<file path="src/rtl/ladrc_pkg.sv">
// Package with shared types, constants and fixed-point helpers for the ADRC controller.
`timescale 1ns / 1ps
package ladrc_pkg;

	typedef struct packed {
		logic signed [31:0] setpoint;
		logic signed [31:0] measured;
	} in_beat_t;

	typedef struct packed {
		logic signed [31:0] drive;
		logic               clamped;
	} out_beat_t;

	localparam logic [2:0] REG_TRACKER_SPEED = 3'd0;
	localparam logic [2:0] REG_TRACKER_STEP  = 3'd1;
	localparam logic [2:0] REG_OBS_BW        = 3'd2;
	localparam logic [2:0] REG_PLANT_GAIN    = 3'd3;
	localparam logic [2:0] REG_PROP_GAIN     = 3'd4;
	localparam logic [2:0] REG_DERIV_GAIN    = 3'd5;
	localparam logic [2:0] REG_DRIVE_LIMIT   = 3'd6;
	localparam logic [2:0] REG_OBS_STEP      = 3'd7;

	localparam logic signed [32:0] LEAK_Q16 = 33'sd64881;

	// Multiplier operand select codes.
	typedef enum logic [3:0] {
		MA_RATE, MA_R, MA_RR, MA_ACC, MA_WC, MA_B0, MA_OBSACC, MA_WC2,
		MA_WC2E, MA_DIST, MA_KP, MA_KD, MA_ZERO
	} mul_op_t;

	typedef enum logic [4:0] {
		ST_IDLE,
		ST_TD0, ST_TD1, ST_TD2, ST_TD3, ST_TD4, ST_TD5,
		ST_EO0, ST_EO1, ST_EO2, ST_EO3, ST_EO4, ST_EO5, ST_EO6,
		ST_PD0, ST_PD1, ST_PD2, ST_DIV, ST_CLAMP, ST_OUT
	} state_t;

	typedef struct packed {
		state_t step;
		logic   load;
		logic   div_start;
	} cmd_t;

	typedef struct packed {
		logic div_done;
	} status_t;

	function automatic logic signed [31:0] sat32(input logic signed [65:0] v);
		if (v > 66'sd2147483647) return 32'sh7fffffff;
		if (v < -66'sd2147483648) return 32'sh80000000;
		return v[31:0];
	endfunction

endpackage

</file>
<file path="src/rtl/ladrc_ctrl.sv">
// Controller: sequences one tick through the datapath and runs the handshakes.
`timescale 1ns / 1ps
module ladrc_ctrl (
	input  logic               clk,
	input  logic               arst_n,
	input  logic               in_valid,
	output logic               in_stall,
	output logic               out_valid,
	input  logic               out_stall,
	input  ladrc_pkg::status_t status,
	output ladrc_pkg::cmd_t    cmd
);
	import ladrc_pkg::*;

	state_t state_q, state_d;

	always_ff @(posedge clk or negedge arst_n) begin
		if (!arst_n) state_q <= ST_IDLE;
		else state_q <= state_d;
	end

	always_comb begin
		state_d = state_q;
		unique case (state_q)
			ST_IDLE: if (in_valid) state_d = ST_TD0;
			ST_TD0: state_d = ST_TD1;
			ST_TD1: state_d = ST_TD2;
			ST_TD2: state_d = ST_TD3;
			ST_TD3: state_d = ST_TD4;
			ST_TD4: state_d = ST_TD5;
			ST_TD5: state_d = ST_EO0;
			ST_EO0: state_d = ST_EO1;
			ST_EO1: state_d = ST_EO2;
			ST_EO2: state_d = ST_EO3;
			ST_EO3: state_d = ST_EO4;
			ST_EO4: state_d = ST_EO5;
			ST_EO5: state_d = ST_EO6;
			ST_EO6: state_d = ST_PD0;
			ST_PD0: state_d = ST_PD1;
			ST_PD1: state_d = ST_PD2;
			ST_PD2: state_d = ST_DIV;
			ST_DIV: if (status.div_done) state_d = ST_CLAMP;
			ST_CLAMP: state_d = ST_OUT;
			ST_OUT: if (!out_stall) state_d = in_valid ? ST_TD0 : ST_IDLE;
			default: state_d = ST_IDLE;
		endcase
	end

	always_comb begin
		cmd.step      = state_q;
		in_stall      = !(state_q == ST_IDLE || (state_q == ST_OUT && !out_stall));
		cmd.load      = in_valid && !in_stall;
		cmd.div_start = (state_q == ST_PD2);
		out_valid     = (state_q == ST_OUT);
	end
endmodule

</file>
<file path="config.mk">
export PLATFORM = sky130hd
export DESIGN_NAME = ladrc_ctrl
export DESIGN_NICKNAME = d
export VERILOG_FILES = /design/src/rtl/ladrc_pkg.sv /design/src/rtl/ladrc_ctrl.sv
export SDC_FILE = /design/constraint.sdc
export NUM_CORES = 1
export LEC_CHECK = 0
export ABC_AREA = 0
export BUFFER_PORTS_ARGS = -buffer_cell sky130_fd_sc_hd__buf_2
export CORE_AREA = 2 2 39 41
export DETAILED_ROUTE_END_ITERATION = 12
export DIE_AREA = 0 0 41 43
export GPL_ROUTABILITY_DRIVEN = 1
export PLACE_DENSITY = 0.47
export SYNTH_ARGS = -nofsm -noshare
export SYNTH_HDL_FRONTEND = slang
export SYNTH_SLANG_ARGS = --single-unit
</file>
<file path="constraint.sdc">
create_clock -name clk -period 1.25 [get_ports clk]
set_input_delay 0.125 -clock clk [delete_from_list [all_inputs] [get_ports clk]]
set_output_delay 0.125 -clock clk [all_outputs]
set_load 0.05 [all_outputs]
</file>
# ---- Yosys cells after proc, flatten, opt, wreduce, memory -nomap -nowiden
# Cells that the tools add are included.
dict set report classes {
  n_eq_ne 22
  muxes 5
  reduce_logical 7
}
# operator count
set ops {}
lappend ops {{case mux 5 bit (20 select lines)} 1}
lappend ops {{== test 5 x 4 -> 1 bit (second input constant)} 8}
lappend ops {{== test 5 x 3 -> 1 bit (second input constant)} 4}
lappend ops {{== test 5 bit (second input constant)} 4}
lappend ops {{2-to-1 mux 5 bit} 3}
lappend ops {{== test 5 x 2 -> 1 bit (second input constant)} 2}
lappend ops {{inequality test 2 bit (second input constant)} 3}
lappend ops {{== test 5 x 1 -> 1 bit (second input constant)} 1}
lappend ops {{zero test 5 bit} 1}
lappend ops {{AND reduction 3 bit} 1}
lappend ops {{logical AND 1 bit} 2}
lappend ops {{zero test 1 bit} 2}
lappend ops {{logical OR 1 bit} 1}
lappend ops {{2-to-1 mux 1 bit} 1}
dict set report totals {
  register_bits 5
  input_bits 5
  output_inout_bits 9
  word_cells 35
}

# ---- Longest topological paths before layout
dict set report logic_depth {
  depth_word 4
  depth_mapped 4
  mapped_depth_nobuf 3
}

# ---- Worst setup path before layout
# Ideal clock, no wire load.
dict set report synth_path {
  path_type {flip-flop to output port}
  from {register state_q[2]}
  to {output cmd[0] (netlist name)}
  arrival_ps 1950
  required_time_ps 1125
  setup_slack_ps -825
  stages_incl_launch_ff 4
  path_buffers 0
  cell_sequence {dfrtp_1 nor2_2 nand2_1 nor3_1}
}
# element line
set synth_lines {}
lappend synth_lines {{start, declared} ladrc_ctrl.sv:15} ;# state_t state_q, state_d;
lappend synth_lines {{start signal, assigned} ladrc_ctrl.sv:19} ;# else state_q <= state_d;
lappend synth_lines {{end, declared} ladrc_ctrl.sv:11} ;# output ladrc_pkg::cmd_t cmd

==> metrics.md <==
| Metric | Value |
|---|---|
| Largest register by flop count | `state_q` |
| # diodes | `0` |
| Slew Limit Fails | `0` |
| H-tree lvl count | `1` |
| Critical Path AT | `~1300 ps` |
| Worst skew pair latency | `roughly 240 ps` |
| Period utilization | `112.0%` |
| RSZ-0062 raised after global routing | `yes` |
| Syn. warnings | `0` |
| Die Area | `roughly 1800 um2` |
| Crit path time final | `roughly 1400 ps` |
| Met2 WL post-DR | `426 um` |
| HPWL after DPL | `~740 um` |
| # IOs | `14` |
| Drt initial violations | `6` |
| Core Area | `between 1000 and 1500 um2` |
| Metal3 WL | `46 um` |
| Grt total ovfl | `0` |
| Worst Setup End Kind | `output pin` |
| Initial antenna violation count | `0` |
| Die span in x | `41 um` |
| Max FO, Critical Path | `4` |
| Syn Area/Cell | `roughly 9.2 um2` |
| Via-per-instance ratio | `about 4.7` |
| Final instance area | `590.6 um2` |
| CP cell instances | `o31ai_4 -> and3_4 -> buf_8` |
| IO buf count | `13` |
| Clock transition at the registers of the reported paths | `around 40 ps` |
| # nets final | `between 60 and 70` |
| Final GP Congestion | `a little under 0.8` |
| TritonRoute pass-1 iters | `3` |
| Leading area contributor after synthesis | `dfrtp_1` |
| Post-synth top cells | `5 x dfrtp_1, 5 x nor2_1, 2 x buf_6, 2 x inv_1, 2 x nand2_1` |
| Leak | `0.2644 nW` |
| # rows | `14` |
| Outcome | `complete, but fails checks` |
| Top Metal Used | `met4` |
| Kind of critical path | `flop to output pin` |
| Slowest library cell on the worst path | `dfrtp_2` |
| GRT Resource Usage Total | `a little over an eighth` |
| Violations in the final reports | `setup timing` |
| Root Driver | `clkbuf_4` |
| Setup slack at placement | `-0.05262 ps` |
| Min Hold Slack | `around 190 ps` |
| Top cells by area, synth | `dfrtp_1 39%, buf_6 7.0%, nor2_1 5.9%` |
| Largest net degree at the start of global routing | `6` |
| Cell area after placement | `roughly 490 um2` |
| Final worst setup slack | `-150.5 ps` |
| Number of synthesized flops with an enable pin | `0` |
| Worst slew pin tran | `between 200 and 250 ps` |
| Most used DFF post-synth | `dfrtp_1` |
| Post-CTS setup buffer count | `0` |
| Hold WC Path Type | `input port to flop` |
| CTS tree | `built` |
| Crit-path max cell delay | `430 ps` |
| Max Root-Sink Buffers | `2` |
| Power per cell area | `around 3100 nW/um2` |
| # setup viols final | `4` |
| Area Overhead vs Synth | `84.37%` |
| Max-cap viol count | `0` |
| Initial Util | `a little under a quarter` |
| Worst setup SP type | `flop` |
| Max Freq | `between 700 and 800 MHz` |
| Post-Route WL | `approximately 960 um` |
| Worst VDD drop | `0.001166 V` |
| Rel. slew slack | `between 80% and 90%` |
| Largest register FFs | `5` |
| Global-route wire length before repair | `~1.5 mm` |
| Share of the synthesized area in the top cell type | `39.06%` |
| Sink Count | `5` |
| Post-synthesis cell type count | `24` |
| Vias | `between 300 and 400` |
| DRC | `0` |
| Final antenna-violating net count | `0` |
| Post-Synthesis Cells | `35` |
| Hold Fails Final Rpt | `0` |
| Sequential cell area fraction in the yosys report | `between 30 and 40%` |
| Routed wire length per instance | `roughly 13 um` |
| Vias in the first global route | `between 300 and 400` |
| Async S/R FF share, synth | `100.0%` |
| Clock Skew | `3.805 ps` |
| CTS buffer count | `3` |
| Mapped Nets | `40` |
| Fraction of layout instances using a drive strength above 1 | `approximately 64%` |
| FF+latch count, synth | `5` |
| Met1 wire length | `~470 um` |
| Worst R2R Setup Slack | `approximately 90 ps` |
| Setup TNS after final layout | `-288.3 ps` |
| Synthesized cell area | `320.3 um2` |
| Worst endpoint required time | `between 1000 and 1500 ps` |
| Largest registers | `state_q x5` |
| Die height | `between 40 and 50 um` |
per-stage QoR:
step | instances | total power [W] | utilization (%)
after floorplan | 35 | 0.001198 | -
after global placement | 70 | 0.001504 | 35.35
after detailed placement | 70 | 0.001509 | 35.35
after CTS | 75 | 0.001838 | 42.22
after global routing | 75 | 0.001966 | 42.68
final | 75 | 0.001833 | 42.68
critical path, delay by kind of cell (launching register included):
kind                   cells  cell delay [ps]
DFF                        1              430
AOI/OAI and AO/OA          1              260
and+or+nand+nor            1              210
buffers and inverters      1              140
final timing paths:
check	end	depth (start not counted)	from
worst max-delay path	cmd[1]	3	state_q[4]$_DFFE_PN0P_
worst min-delay path	state_q[0]$_DFFE_PN0P_	3	status
worst max register to register	state_q[0]$_DFFE_PN0P_	4	state_q[3]$_DFFE_PN0P_
worst min register to register	state_q[1]$_DFFE_PN0P_	2	state_q[4]$_DFFE_PN0P_
max in group asynchronous	state_q[0]$_DFFE_PN0P_	2	arst_n
min in group asynchronous	state_q[1]$_DFFE_PN0P_	2	arst_n
report_power, final:
group	switching [W]	internal [W]	leakage, nW	total [W]
clock	0.0000638	0.000121	0.0150	0.000184
combinational	0.000783	0.000496	0.194	0.00128
sequential	0.000110	0.000259	0.0554	0.000370
cells in the final DEF, fill, tap and decap left out, drive strengths merged:
master | synthesis | layout
nor2 | 6 | 6
nand3 | 1 | 1
a31oi | 1 | 1
and3 | 1 | 1
o21ai | 1 | 1
dfrtp | 5 | 5
nand2 | 3 | 3
buf | 3 | 22
o32ai | 1 | 1
o311a | 1 | 1
a21oi | 1 | 1
dlygate4sd3 | 0 | 1
o21bai | 1 | 1
xor2 | 1 | 1
xnor2 | 1 | 1
nor4 | 1 | 1
clkbuf | 0 | 4
inv | 2 | 2
nor3 | 1 | 1
o21a | 1 | 1
nand4b | 1 | 1
a211oi | 1 | 1
o31ai | 1 | 1
what timing repair did:
| action | 4_1_cts | 5_1_grt |
|---|---|---|
| gates resized for setup | 15 | 1 |
| hold buffers | 1 | 0 |
| pin swaps | 5 | 2 |
| endpoints found under the setup margin | 4 | 5 |
| hold endpoints to repair | 5 | 0 |
layer usage:
layer	up-vias	GRT usage [%]
met5	-	0
met4	0	8.000
met3	2	6.283
met2	13	16.25
met1	165	19.29
li1	173	-
cell type report:
class / count / area, um2
sequential: 5 / 131.4
timing repair buffer: 23 / 182.7
clock buffer: 4 / 26.28
tap: 16 / 20.02
multi-input combinational: 25 / 222.7
fill: 136 / 793.3
inverter: 2 / 7.507
cells by family (layout without fill, tap and decap cells):
family	count (synthesis)	after routing	share of synthesized area [%]
AOI/OAI and AO/OA	9	9	21.88
xor gates and xnor gates	2	2	5.470
buffers and inverters	5	29	11.72
DFF	5	5	39.06
and+or+nand+nor	14	14	21.88
No activity file was read; power rests on OpenSTA's default activity.
